[src/design/gtbd_pkg.sv]
// ----------------------------------------------------------------------------
// gtbd_pkg
// Shared types, register indexes and the dither matrix function for the
// gray to binary dither block.
// ----------------------------------------------------------------------------
package gtbd_pkg;

  // register indexes on the configuration port
  localparam logic [1:0] CFG_MODE        = 2'd0;
  localparam logic [1:0] CFG_THRESHOLD   = 2'd1;
  localparam logic [1:0] CFG_MATRIX_LOG2 = 2'd2;
  localparam logic [1:0] CFG_LINE_WIDTH  = 2'd3;

  // mode codes (the unused code acts as threshold)
  localparam logic [1:0] MODE_THRESHOLD = 2'd0;
  localparam logic [1:0] MODE_ORDERED   = 2'd1;
  localparam logic [1:0] MODE_BLOCK     = 2'd2;

  // register reset values
  localparam logic [1:0]  MODE_RESET        = MODE_THRESHOLD;
  localparam logic [7:0]  THRESHOLD_RESET   = 8'd128;
  localparam logic [1:0]  MATRIX_LOG2_RESET = 2'd2;
  localparam logic [12:0] LINE_WIDTH_RESET  = 13'd640;

  // scaled gray level, at most 64
  localparam int LEVEL_W = 7;

  // entries held between front and back
  localparam int QUEUE_DEPTH = 4;

  typedef struct packed {
    logic [1:0]  mode;
    logic [7:0]  threshold;
    logic [1:0]  matrix_log2;
    logic [12:0] line_width;
  } gtbd_cfg_t;

  // one classified pixel
  typedef struct packed {
    logic               block;
    logic               white;
    logic [1:0]         k;
    logic [LEVEL_W-1:0] level;
  } gtbd_task_t;

  // recursive bayer matrix entry for side 2**k, k in 1..3
  function automatic logic [5:0] dither_entry(input logic [1:0] k,
                                              input logic [2:0] r,
                                              input logic [2:0] c);
    logic [5:0] v;
    logic [1:0] quad;
    v = {4'd0, c[0], r[0]};
    for (int j = 1; j < 3; j++) begin
      quad = {r[j] ^ c[j], r[j]};
      if (j < int'(k)) begin
        v = {v[3:0], quad};
      end
    end
    return v;
  endfunction

endpackage

[src/design/gtbd_fifo.sv]
// ----------------------------------------------------------------------------
// gtbd_fifo
// Small register queue between the front and the back of the dither block.
// Head entry is presented directly from the storage registers.
// ----------------------------------------------------------------------------
module gtbd_fifo #(
  parameter int WIDTH = 11,
  parameter int DEPTH = 4
) (
  input  logic             clk,
  input  logic             rst,
  input  logic             push,
  input  logic [WIDTH-1:0] push_data,
  output logic             full,
  input  logic             pop,
  output logic             head_valid,
  output logic [WIDTH-1:0] head_data
);

  localparam int AW = (DEPTH > 1) ? $clog2(DEPTH) : 1;

  logic [WIDTH-1:0] store [DEPTH];
  logic [AW-1:0]    wr_ptr;
  logic [AW-1:0]    rd_ptr;
  logic [AW:0]      count;

  assign full       = (count == (AW+1)'(DEPTH));
  assign head_valid = (count != '0);
  assign head_data  = store[rd_ptr];

  // storage writes
  always_ff @(posedge clk) begin
    if (push) begin
      store[wr_ptr] <= push_data;
    end
  end

  // pointers and fill count
  always_ff @(posedge clk) begin
    if (rst) begin
      wr_ptr <= '0;
      rd_ptr <= '0;
      count  <= '0;
    end else begin
      if (push) begin
        wr_ptr <= (wr_ptr == AW'(DEPTH - 1)) ? '0 : wr_ptr + AW'(1);
      end
      if (pop) begin
        rd_ptr <= (rd_ptr == AW'(DEPTH - 1)) ? '0 : rd_ptr + AW'(1);
      end
      if (push && !pop) begin
        count <= count + (AW+1)'(1);
      end else if (pop && !push) begin
        count <= count - (AW+1)'(1);
      end
    end
  end

`ifndef SYNTH
  a_no_overflow: assert property (@(posedge clk) disable iff (rst)
    full && !pop |-> !push) else $error("queue push while full");
  a_no_underflow: assert property (@(posedge clk) disable iff (rst)
    pop |-> head_valid) else $error("queue pop while empty");
  a_count_range: assert property (@(posedge clk) disable iff (rst)
    count <= (AW+1)'(DEPTH)) else $error("queue count out of range");
`endif

endmodule

[src/design/gtbd_front.sv]
// ----------------------------------------------------------------------------
// gtbd_front
// Accepts gray pixels, scales them, resolves point-mode results and tracks
// the raster position. Each pixel leaves as one task for the back end.
// ----------------------------------------------------------------------------
module gtbd_front #(
  parameter int MAX_LINE_WIDTH  = 4096,
  parameter int MAX_MATRIX_LOG2 = 3
) (
  input  logic                clk,
  input  logic                rst,
  input  gtbd_pkg::gtbd_cfg_t cfg,
  input  logic                s_tvalid,
  output logic                s_tready,
  input  logic [7:0]          s_tdata,   // [7:0] gray_level
  input  logic                q_full,
  output logic                q_push,
  output gtbd_pkg::gtbd_task_t q_task
);

  import gtbd_pkg::*;

  localparam int CW = $clog2(MAX_LINE_WIDTH);
  localparam int WW = (CW + 1 > 13) ? CW + 1 : 13;
  localparam logic [1:0] KMAX = 2'(MAX_MATRIX_LOG2);

  logic [CW-1:0]      col;
  logic [2:0]         row_phase;
  logic [1:0]         k_eff;
  logic [2:0]         mask;
  logic [6:0]         scale;
  logic [14:0]        prod;
  logic [LEVEL_W-1:0] level;
  logic [CW+2:0]      col_ext;
  logic [5:0]         ord_entry;
  logic               white;
  logic [WW-1:0]      width_eff;
  logic [CW:0]        col_inc;

  assign s_tready = !q_full;
  assign q_push   = s_tvalid && !q_full;

  // matrix size, saturated into range
  always_comb begin
    k_eff = cfg.matrix_log2;
    if (k_eff < 2'd1) begin
      k_eff = 2'd1;
    end
    if (k_eff > KMAX) begin
      k_eff = KMAX;
    end
  end

  // scaled level: gray * (n*n + 1) >> 8
  assign mask  = 3'((4'd1 << k_eff) - 4'd1);
  assign scale = (7'd1 << {k_eff, 1'b0}) + 7'd1;
  assign prod  = 15'(s_tdata) * 15'(scale);
  assign level = prod[14:8];

  // point mode decision
  assign col_ext   = (CW+3)'(col);
  assign ord_entry = dither_entry(k_eff, row_phase & mask, col_ext[2:0] & mask);

  always_comb begin
    if (cfg.mode == MODE_ORDERED) begin
      white = (level > 7'(ord_entry));
    end else begin
      white = (s_tdata >= cfg.threshold);
    end
  end

  always_comb begin
    q_task.block = (cfg.mode == MODE_BLOCK);
    q_task.white = white;
    q_task.k     = k_eff;
    q_task.level = level;
  end

  // effective line width
  always_comb begin
    width_eff = WW'(cfg.line_width);
    if (width_eff == '0) begin
      width_eff = WW'(1);
    end
    if (width_eff > WW'(MAX_LINE_WIDTH)) begin
      width_eff = WW'(MAX_LINE_WIDTH);
    end
  end

  assign col_inc = (CW+1)'(col) + (CW+1)'(1);

  // raster position
  always_ff @(posedge clk) begin
    if (rst) begin
      col       <= '0;
      row_phase <= '0;
    end else if (q_push) begin
      if (WW'(col_inc) >= width_eff) begin
        col       <= '0;
        row_phase <= row_phase + 3'd1;
      end else begin
        col <= col_inc[CW-1:0];
      end
    end
  end

`ifndef SYNTH
  a_col_in_range: assert property (@(posedge clk) disable iff (rst)
    WW'(col) < WW'(MAX_LINE_WIDTH))
    else $error("column beyond largest line width");
  a_row_step: assert property (@(posedge clk) disable iff (rst)
    q_push && (WW'(col_inc) >= width_eff) |=>
      (col == '0) && (row_phase == $past(row_phase) + 3'd1))
    else $error("line end did not wrap the position");
  a_hold_position: assert property (@(posedge clk) disable iff (rst)
    !q_push |=> $stable(col) && $stable(row_phase))
    else $error("position moved without an item");
`endif

endmodule

[src/design/gtbd_back.sv]
// ----------------------------------------------------------------------------
// gtbd_back
// Works off queued tasks: one result for point modes, n*n results in raster
// order for block mode, into a registered output stage.
// ----------------------------------------------------------------------------
module gtbd_back (
  input  logic                 clk,
  input  logic                 rst,
  input  logic                 head_valid,
  input  gtbd_pkg::gtbd_task_t head,
  output logic                 pop,
  output logic                 m_tvalid,
  input  logic                 m_tready,
  output logic [7:0]           m_tdata,   // [0] pixel_white, [3:1] sub_row, [6:4] sub_col, [7] zero
  output logic                 m_tlast    // last_of_pixel
);

  import gtbd_pkg::*;

  logic [2:0] r_cnt;
  logic [2:0] c_cnt;
  logic [2:0] mask;
  logic [5:0] entry;
  logic       advance;
  logic       last;
  logic       white;
  logic [2:0] sub_row;
  logic [2:0] sub_col;

  assign advance = head_valid && (!m_tvalid || m_tready);
  assign mask    = 3'((4'd1 << head.k) - 4'd1);
  assign entry   = dither_entry(head.k, r_cnt, c_cnt);

  // result of the current sub-pixel
  always_comb begin
    if (head.block) begin
      white   = (head.level >= 7'(entry));
      sub_row = r_cnt;
      sub_col = c_cnt;
      last    = (r_cnt == mask) && (c_cnt == mask);
    end else begin
      white   = head.white;
      sub_row = '0;
      sub_col = '0;
      last    = 1'b1;
    end
  end

  assign pop = advance && last;

  // block sub-pixel counters
  always_ff @(posedge clk) begin
    if (rst) begin
      r_cnt <= '0;
      c_cnt <= '0;
    end else if (advance && head.block) begin
      if (last) begin
        r_cnt <= '0;
        c_cnt <= '0;
      end else if (c_cnt == mask) begin
        c_cnt <= '0;
        r_cnt <= r_cnt + 3'd1;
      end else begin
        c_cnt <= c_cnt + 3'd1;
      end
    end
  end

  // output register
  always_ff @(posedge clk) begin
    if (rst) begin
      m_tvalid <= 1'b0;
    end else if (advance) begin
      m_tvalid <= 1'b1;
    end else if (m_tready) begin
      m_tvalid <= 1'b0;
    end
  end

  always_ff @(posedge clk) begin
    if (advance) begin
      m_tdata <= {1'b0, sub_col, sub_row, white};
      m_tlast <= last;
    end
  end

`ifndef SYNTH
  a_reset_empty: assert property (@(posedge clk)
    rst |=> !m_tvalid) else $error("output valid after reset");
  a_stall_hold: assert property (@(posedge clk) disable iff (rst)
    m_tvalid && !m_tready |=> $stable(r_cnt) && $stable(c_cnt))
    else $error("sub-pixel counters moved under stall");
  a_count_range: assert property (@(posedge clk) disable iff (rst)
    head_valid && head.block |-> ((r_cnt & ~mask) == 3'd0) && ((c_cnt & ~mask) == 3'd0))
    else $error("sub-pixel counter beyond matrix");
`endif

endmodule

[src/design/gray_to_binary_dither_top.sv]
// ----------------------------------------------------------------------------
// gray_to_binary_dither_top
// Gray pixel stream to binary pixels by threshold, ordered or block dither.
// ----------------------------------------------------------------------------
// Usage:
//   s_* carries one 8-bit gray pixel per item, in raster order.
//   m_* carries binary results: white flag, block sub_row/sub_col, and tlast
//   on the final result of each pixel.
//   cfg_* writes mode (0), threshold (1), matrix_log2 (2), line_width (3);
//   cfg_ready is always high; write only while no pixel is in flight.
// Path: an accepted pixel is first written into the queue; when the queue is empty and
//   the output register is free, its first result is then captured in the output register.
// Throughput: threshold and ordered modes take one pixel per cycle while m_tready stays high;
//   block mode gives n*n results per pixel (4, 16 or 64), as the back end emits
//   one sub-pixel per cycle while m_tready stays high.
// A 4-entry queue sits between pixel intake and result generation, so intake
//   runs ahead while results drain.
// Reset: registers return to their defaults (threshold mode, threshold 128,
//   n = 4, line width 640), raster position goes to the start, queue empties.
// Receiver stall: the output register holds, the queue fills, and s_tready
//   drops once four pixels are waiting.
// ----------------------------------------------------------------------------
module gray_to_binary_dither_top #(
  parameter int MAX_LINE_WIDTH  = 4096,
  parameter int MAX_MATRIX_LOG2 = 3
) (
  input  logic        clk,
  input  logic        rst,
  input  logic        s_tvalid,
  output logic        s_tready,
  input  logic [7:0]  s_tdata,    // [7:0] gray_level
  output logic        m_tvalid,
  input  logic        m_tready,
  output logic [7:0]  m_tdata,    // [0] pixel_white, [3:1] sub_row, [6:4] sub_col, [7] zero
  output logic        m_tlast,    // last_of_pixel
  input  logic        cfg_valid,
  output logic        cfg_ready,
  input  logic [1:0]  cfg_index,
  input  logic [12:0] cfg_data
);

  import gtbd_pkg::*;

  gtbd_cfg_t  cfg;
  gtbd_task_t push_task;
  gtbd_task_t head_task;
  logic       q_push;
  logic       q_full;
  logic       q_pop;
  logic       q_head_valid;

  assign cfg_ready = 1'b1;

  // configuration registers
  always_ff @(posedge clk) begin
    if (rst) begin
      cfg.mode        <= MODE_RESET;
      cfg.threshold   <= THRESHOLD_RESET;
      cfg.matrix_log2 <= MATRIX_LOG2_RESET;
      cfg.line_width  <= LINE_WIDTH_RESET;
    end else if (cfg_valid) begin
      case (cfg_index)
        CFG_MODE:        cfg.mode        <= cfg_data[1:0];
        CFG_THRESHOLD:   cfg.threshold   <= cfg_data[7:0];
        CFG_MATRIX_LOG2: cfg.matrix_log2 <= cfg_data[1:0];
        CFG_LINE_WIDTH:  cfg.line_width  <= cfg_data;
        default: begin
        end
      endcase
    end
  end

  // pixel intake and classification
  gtbd_front #(
    .MAX_LINE_WIDTH (MAX_LINE_WIDTH),
    .MAX_MATRIX_LOG2(MAX_MATRIX_LOG2)
  ) u_front (
    .clk     (clk),
    .rst     (rst),
    .cfg     (cfg),
    .s_tvalid(s_tvalid),
    .s_tready(s_tready),
    .s_tdata (s_tdata),
    .q_full  (q_full),
    .q_push  (q_push),
    .q_task  (push_task)
  );

  // task queue
  gtbd_fifo #(
    .WIDTH($bits(gtbd_task_t)),
    .DEPTH(QUEUE_DEPTH)
  ) u_fifo (
    .clk       (clk),
    .rst       (rst),
    .push      (q_push),
    .push_data (push_task),
    .full      (q_full),
    .pop       (q_pop),
    .head_valid(q_head_valid),
    .head_data (head_task)
  );

  // result generation
  gtbd_back u_back (
    .clk       (clk),
    .rst       (rst),
    .head_valid(q_head_valid),
    .head      (head_task),
    .pop       (q_pop),
    .m_tvalid  (m_tvalid),
    .m_tready  (m_tready),
    .m_tdata   (m_tdata),
    .m_tlast   (m_tlast)
  );

endmodule
[config.mk]
export PLATFORM = sky130hd
export DESIGN_NAME = gray_to_binary_dither_top
export DESIGN_NICKNAME = d
export VERILOG_FILES = /design/src/design/gtbd_pkg.sv /design/src/design/gtbd_fifo.sv /design/src/design/gtbd_front.sv /design/src/design/gtbd_back.sv /design/src/design/gray_to_binary_dither_top.sv
export SDC_FILE = /design/constraint.sdc
export NUM_CORES = 1
export LEC_CHECK = 0
export ABC_AREA = 1
export BUFFER_PORTS_ARGS = -buffer_cell sky130_fd_sc_hd__buf_2
export CAP_MARGIN = 20
export CORE_UTILIZATION = 40
export CTS_CLUSTER_DIAMETER = 200
export DETAILED_ROUTE_END_ITERATION = 10
export REMOVE_ABC_BUFFERS = 1
export SLEW_MARGIN = 20
export SYNTH_ARGS = -nofsm -noshare
export SYNTH_HDL_FRONTEND = slang
export SYNTH_SLANG_ARGS = --single-unit
[constraint.sdc]
create_clock -name clk -period 7 [get_ports clk]
set_clock_uncertainty 0.1 [all_clocks]
set_input_delay 1.4 -clock clk [delete_from_list [all_inputs] [get_ports clk]]
set_output_delay 1.4 -clock clk [all_outputs]
set_load 0.05 [all_outputs]
==> out/qor.csv, run 1 <==
metric,value,unit
p_int,1340,µW
fin_crit_sh,86.8,%
rsz0062_at_grt,no,
drc_errors,0,
tns,0,ps
ys_ff_latch,108,
slew-limit-headroom,31.8,%
crit_path_start_kind,input port,
ys_warn_count,0,
rr_worst_depth,28,
fp.dieH,133,µm
clkLatencyLatePin,350,ps
seqPwrFrac,37.4,%
syn2layout_area_growth,9.82,%
leakage,0.00343,µW
finish.instance_area,7530,µm²
r2r-start,cfg[14],
core_region_area,16600,µm²
ios,40,
synth_area,6860,µm²
worst_pin_slew,1020,ps
synth_top_area_share,22.8,%
whs,372,ps
cts_sinks,108,
crit_fanout,5,
p_switching,900,µW
yosysTopAreaCell,edfxtp_1,
worstHoldPathType,reg2reg,
ir_worst_vdd,0.221,mV
cts_root_buffer,clkbuf_16,
slew_viol_final,0,
fill_cells,1641,
via_per_inst,4.82,
synthMostInstantiatedCell,nand2_1,
place_area,7240,µm²
gp_congestion,0.791,
cts_buffer_depth,2,
slowest_delay,530,ps
antenna_cells,0,
start_util,41.2,%
yosysSeqAreaShare,39.1,%
power-per-cell-area,297,nW/µm²
min_from,cfg[21],
vias,5126,
ys_types,49,
ys.flop_type,dfxtp_1,
regArea,2680,µm²
detail_route.first_pass.iterations,4,
layout-drive-gt1-share,10.9,%
holdBufCountCts,0,
clk_pin_slew,80,ps
numCtsBuffers,9,
antenna_found_initial,0,
post-cts-setup-buffers,0,
die_w,133,µm
arrival,6060,ps
synth.avg_cell_area,8.52,µm²
final_antenna_net_count,0,
cpMaxStageDelayCell,fa_1,
synthCells,805,
pwr-share-clk,21.7,%
dp_hpwl,10100,µm
sw_frac_of_total,40.2,%
synthTopCellsByCount,"144 x nand2_1, 101 x inv_1, 86 x nor2_1",
cts-resized-gates,0,
synth-edff-count,52,
wl,13400,µm
gr-total-overflow,0,
end_kind,register,
fin_crit,6080,ps
h-tree-depth,3,
rows,47,
final_hold_viol_count,0,
r2r-end,u_fifo.store[2][9],
die-area,17700,µm²
grt_usage,16.3,%
cts_tree,done,
maxCapViolCount,0,
synthArstFlopShare,0,%
hold_path_depth,2,
synthTopCellsByArea,"edfxtp_1 23%, dfxtp_1 16%, ha_1 15%",
grt_max_degree,40,
fin_nets,962,
grt_pass1_vias,5001,
grt_pass1_wl,23300,µm
worstSetupPathType,in2reg,
comb_power_share,41.0,%
fmax,165,MHz
drtIter0Drc,204,
ff2ff_setup_slack,1140,ps
holdPathEnd,cfg[21],
status,"finished, final reports clean",
io_buffer_count,37,
setup_viol,0,
crit_path_frequent_cell,inv_1,
crit_required,6980,ps
multi_input_area,3670,µm²
wl_per_cell,12.6,µm
[worst max-delay path, delay by kind of cell]
family / cells / cell delay, ps
AOI/OAI and AO/OA: 6 / 1120
xor gates and xnor gates: 1 / 160
adders and majority gates: 6 / 2470
buffers and inverters: 8 / 500
and+or+nand+nor: 5 / 380
[through the flow]
stage               std cells  setup WS [ps]  total power (µW)  utilization, %
floorplan                 788           1080              1560               -
global placement         1047            669              1760            43.5
detailed placement       1047            581              1770            43.5
finish                   1064            921              2240            45.2
CTS                      1063            934              2260            45.1
global route             1064            509              2420            45.2
[layout make-up]
| type | instances | area share [%] |
|---|---|---|
| Multi-Input combinational cell | 571 | 48.8 |
| Inverter | 109 | 5.50 |
| Sequential cell | 108 | 35.6 |
| Clock buffer | 10 | 3.04 |
| Clock inverter | 6 | 0.598 |
| Timing Repair Buffer | 40 | 2.76 |
| Tap cell | 220 | 3.66 |
[power groups by stage]
stage	clock network (µW)	logic, µW	registers, µW
6_report	485	917	836
5_1_grt	523	1050	848
4_1_cts	499	927	838
3_5_place_dp	0	921	852
3_3_place_gp	0	913	851
2_1_floorplan	0	619	940
[how the worst max path moves through the flow]
stage,from,to,cells after the start
6_report,s_tdata[3],u_fifo.store[2][9],26
5_1_grt,s_tdata[3],u_fifo.store[2][9],26
4_1_cts,s_tdata[3],u_fifo.store[2][9],26
3_5_place_dp,s_tdata[3],u_fifo.store[2][9],26
3_3_place_gp,s_tdata[3],u_fifo.store[1][9],26
2_1_floorplan,s_tdata[1],u_fifo.store[0][9],25
[cells by family after synthesis]
group	after synthesis	synth area share, %
fa+ha+maj	95	18.9
buf+inv	133	7.76
compound gates	147	11.7
simple gates	302	20.1
other cells	2	0.110
xor+xnor	18	2.30
flops	108	39.1
[metal layers]
layer / vias up / wire length (µm) / GRT usage, %
met5: - / 0 / 0
met4: 0 / 109 / 3.51
met3: 8 / 353 / 3.49
met2: 65 / 6440 / 28.5
met1: 2333 / 6550 / 20.6
li1: 2720 / - / -
[layout by cell type, fill, tap and decap left out, types with 2 or more instances in the layout]
cell type and instances:
o221ai_1 2, or2_2 2, nor3_1 5, conb_1 9, o21ai_1 2, inv_4 2, nand2_1 144, nand2_4 6
nand2_8 2, clkinv_1 2, nand3_4 2, inv_1 100, a211oi_1 2, clkbuf_16 9, edfxtp_1 52, buf_4 3
a21oi_1 66, o211ai_1 3, o22ai_1 8, inv_6 2, o21bai_1 2, nand2_2 8, dfxtp_1 56, fa_1 14
nor2_1 83, inv_2 6, xnor2_1 11, nor4_1 2, nand4_1 6, nor2_2 5, nand3_2 2, xor2_1 7
nand3_1 31, o21ai_0 52, o21a_1 2, buf_2 37, ha_1 81
[sequential cells by signal, indices dropped and copies added (netlist names), named ones only]
register	flops
cfg	25
u_back.c_cnt	3
u_back.m_tdata	7
u_back.m_tlast	1
u_back.m_tvalid	1
u_back.r_cnt	3
u_fifo.count	3
u_fifo.rd_ptr	2
u_fifo.store	44
u_fifo.wr_ptr	2
u_front.col	12
u_front.row_phase	3
Note: power is estimated with default switching activity, not from simulation.
==> run 2, diff against run 1 <==
--- a/config.mk
+++ b/config.mk
@@ -6,13 +6,14 @@
 export NUM_CORES = 1
 export LEC_CHECK = 0
 export ABC_AREA = 1
+export ABC_CLOCK_PERIOD_IN_PS = 7000
 export BUFFER_PORTS_ARGS = -buffer_cell sky130_fd_sc_hd__buf_2
 export CAP_MARGIN = 20
+export CORE_ASPECT_RATIO = 1.5
 export CORE_UTILIZATION = 40
 export CTS_CLUSTER_DIAMETER = 200
 export DETAILED_ROUTE_END_ITERATION = 10
 export REMOVE_ABC_BUFFERS = 1
-export SLEW_MARGIN = 20
 export SYNTH_ARGS = -nofsm -noshare
 export SYNTH_HDL_FRONTEND = slang
 export SYNTH_SLANG_ARGS = --single-unit
==> run 2 against run 1 <==
Net effect:
- power increased by 0.52%
- die area about the same
- clock-buffer cell count decreased by 1
- critical path depth unchanged
- sequential share of layout area decreased by 0.16 points
- global-route usage increased by 0.14 points
- worst hold slack about the same
- critical endpoint is now u_fifo.store[1][9]
- largest power group unchanged
==> out/qor.csv, run 2 (synthesis gave the netlist of run 1 again) <==
metric,value,unit,change
status,"finished, final reports clean",,unchanged
post-cts-setup-buffers,0,,unchanged
grt_usage,16.5,%,was 16.3%
numCtsBuffers,9,,unchanged
fin_crit,6050,ps,was 6080 ps
final_common_cell,nand2_1,,unchanged
place_area,7260,µm²,was 7240 µm²
core_region_area,16800,µm²,was 16600 µm²
fmax,165,MHz,about the same
wl,13300,µm,was 13400 µm
whs,372,ps,about the same
rows,58,,was 47
r2r-end,u_fifo.store[1][9],,was u_fifo.store[2][9]
reg_top3,"u_fifo.store (44), cfg (25), u_front.col (12)",,unchanged
fin_crit_sh,86.4,%,was 86.8%
antenna_cells,0,,unchanged
vias,5202,,was 5126
ios,40,,unchanged
io_buffer_count,37,,unchanged
power-per-cell-area,297,nW/µm²,about the same
arrival,6030,ps,was 6060 ps
final_antenna_net_count,0,,unchanged
cts-resized-gates,0,,unchanged
r2r-start,cfg[14],,unchanged
drtIter0Drc,153,,was 204
dp_hpwl,10500,µm,was 10100 µm
finish.instance_area,7560,µm²,was 7530 µm²
die-area,17700,µm²,about the same
detail_route.first_pass.iterations,4,,unchanged
fp.dieH,162,µm,was 133 µm
drc_errors,0,,unchanged
start_util,40.9,%,was 41.2%
via_per_inst,4.93,,was 4.82
cts_tree,done,,unchanged
ir_worst_vdd,0.225,mV,was 0.221 mV
cts_buffer_depth,2,,unchanged
wl_per_cell,12.6,µm,about the same
fin_nets,964,,was 962
regMostFlops,u_fifo.store,,unchanged
slew_viol_final,0,,unchanged
final_hold_viol_count,0,,unchanged
crit_required,6980,ps,about the same
grt_pass1_wl,22900,µm,was 23300 µm
holdBufCountCts,0,,unchanged
most-common-layout-cells,"144 x nand2_1, 101 x inv_1, 86 x nor2_1",,"was 144 x nand2_1, 100 x inv_1, 83 x nor2_1"
power,2250,µW,was 2240 µW
clk_pin_slew,70,ps,was 80 ps
worstSetupPathType,in2reg,,unchanged
worst_pin_slew,1080,ps,was 1020 ps
tns,0,ps,unchanged
cp_num_cells,26,,unchanged
cp-startpoint,s_tdata[3],,unchanged
end_kind,register,,unchanged
final_util,45.1,%,was 45.2%
syn2layout_area_growth,10.3,%,was 9.82%
fill_cells,1701,,was 1641
crit_fanout,5,,unchanged
critPathTopFamily,adder cells,,unchanged
largest_register_ffs,44,,unchanged
gp_congestion,0.793,,was 0.791
gr-total-overflow,0,,unchanged
antenna_found_initial,0,,unchanged
layout-drive-gt1-share,11.0,%,was 10.9%
maxCapViolCount,0,,unchanged
cts_root_buffer,clkbuf_16,,unchanged
crit_path_start_kind,input port,,unchanged
crit_path_frequent_cell,inv_1,,unchanged
clkLatencyLatePin,350,ps,about the same
cts_sinks,108,,unchanged
crit_buf_inv,8,,unchanged
ff2ff_setup_slack,1350,ps,was 1140 ps
cpMaxStageDelayCell,fa_1,,unchanged
setup_viol,0,,unchanged
die_w,109,µm,was 133 µm
grt_max_degree,24,,was 40
min_from,cfg[4],,was cfg[21]
rr_worst_depth,26,,was 28
slew-limit-headroom,28.0,%,was 31.8%
leakage,0.00346,µW,was 0.00343 µW
worstHoldPathType,reg2reg,,unchanged
crit_path_end,u_fifo.store[1][9],,was u_fifo.store[2][9]
h-tree-depth,3,,unchanged
slowest_delay,530,ps,about the same
rsz0062_at_grt,no,,unchanged
grt_pass1_vias,5141,,was 5001
-- run 2: worst min path at each step --
stage | to | cells past startpoint
detailed placement | cfg[4] | 2
global placement | cfg[4] | 2
floorplan | cfg[16] | 2
CTS | cfg[4] | 2
finish | cfg[4] | 2
global route | cfg[4] | 2
-- run 2: metrics by stage --
stage          worst slack [ps]  cells
2_1_floorplan              1080    788
3_3_place_gp                679   1038
3_5_place_dp                565   1039
4_1_cts                     946   1055
5_1_grt                     507   1056
6_report                    955   1056
-- run 2: final cells by class --
| cell class | instances | area, µm² | share of cell area [%] |
|---|---|---|---|
| clock buffers | 9 | 225 | 2.98 |
| clock inverters | 7 | 67.6 | 0.893 |
| inverters | 109 | 414 | 5.48 |
| multi-input cells | 571 | 3670 | 48.5 |
| flip-flops and latches | 108 | 2680 | 35.5 |
| well taps | 210 | 263 | 3.47 |
| repair buffers | 42 | 243 | 3.21 |
-- run 2: routing by layer --
| metal | routed length, µm | GRT usage, % | part of all wire, % | up-vias |
|---|---|---|---|---|
| met3 | 214 | 2.48 | 1.6 | 20 |
| li1 | - | - | - | 2728 |
| met5 | 0 | 0 | 0 | - |
| met1 | 5790 | 18.2 | 43 | 2394 |
| met4 | 248 | 5.28 | 1.9 | 0 |
| met2 | 7080 | 31.2 | 53 | 60 |
-- run 2: where the power goes --
group / total (µW) / leakage, µW / internal, µW / switching [µW]
Combinational: 918 / 0.00238 / 306 / 613
Sequential: 836 / 0.000940 / 792 / 43.8
Clock: 495 / 0.000142 / 251 / 245
Total: 2250 / 0.00346 / 1350 / 901
-- run 2: worst register-to-register path: stages, from the launching register on --
cell and delay [ps]:
dfxtp_1 310, buf_4 190, nand2_1 350, nor2_1 90, ha_1 280, inv_1 50, fa_1 520, inv_1 50
fa_1 530, inv_1 50, fa_1 520, inv_1 40, ha_1 320, a21oi_1 200, o21ai_0 130, a21oi_1 290
o21ai_0 180, a21oi_1 180, xnor2_1 150, ha_1 310, inv_1 40, nor2_1 140, nand2_1 70, o21bai_1 110
inv_1 50, nand2_1 50, nand2_1 90
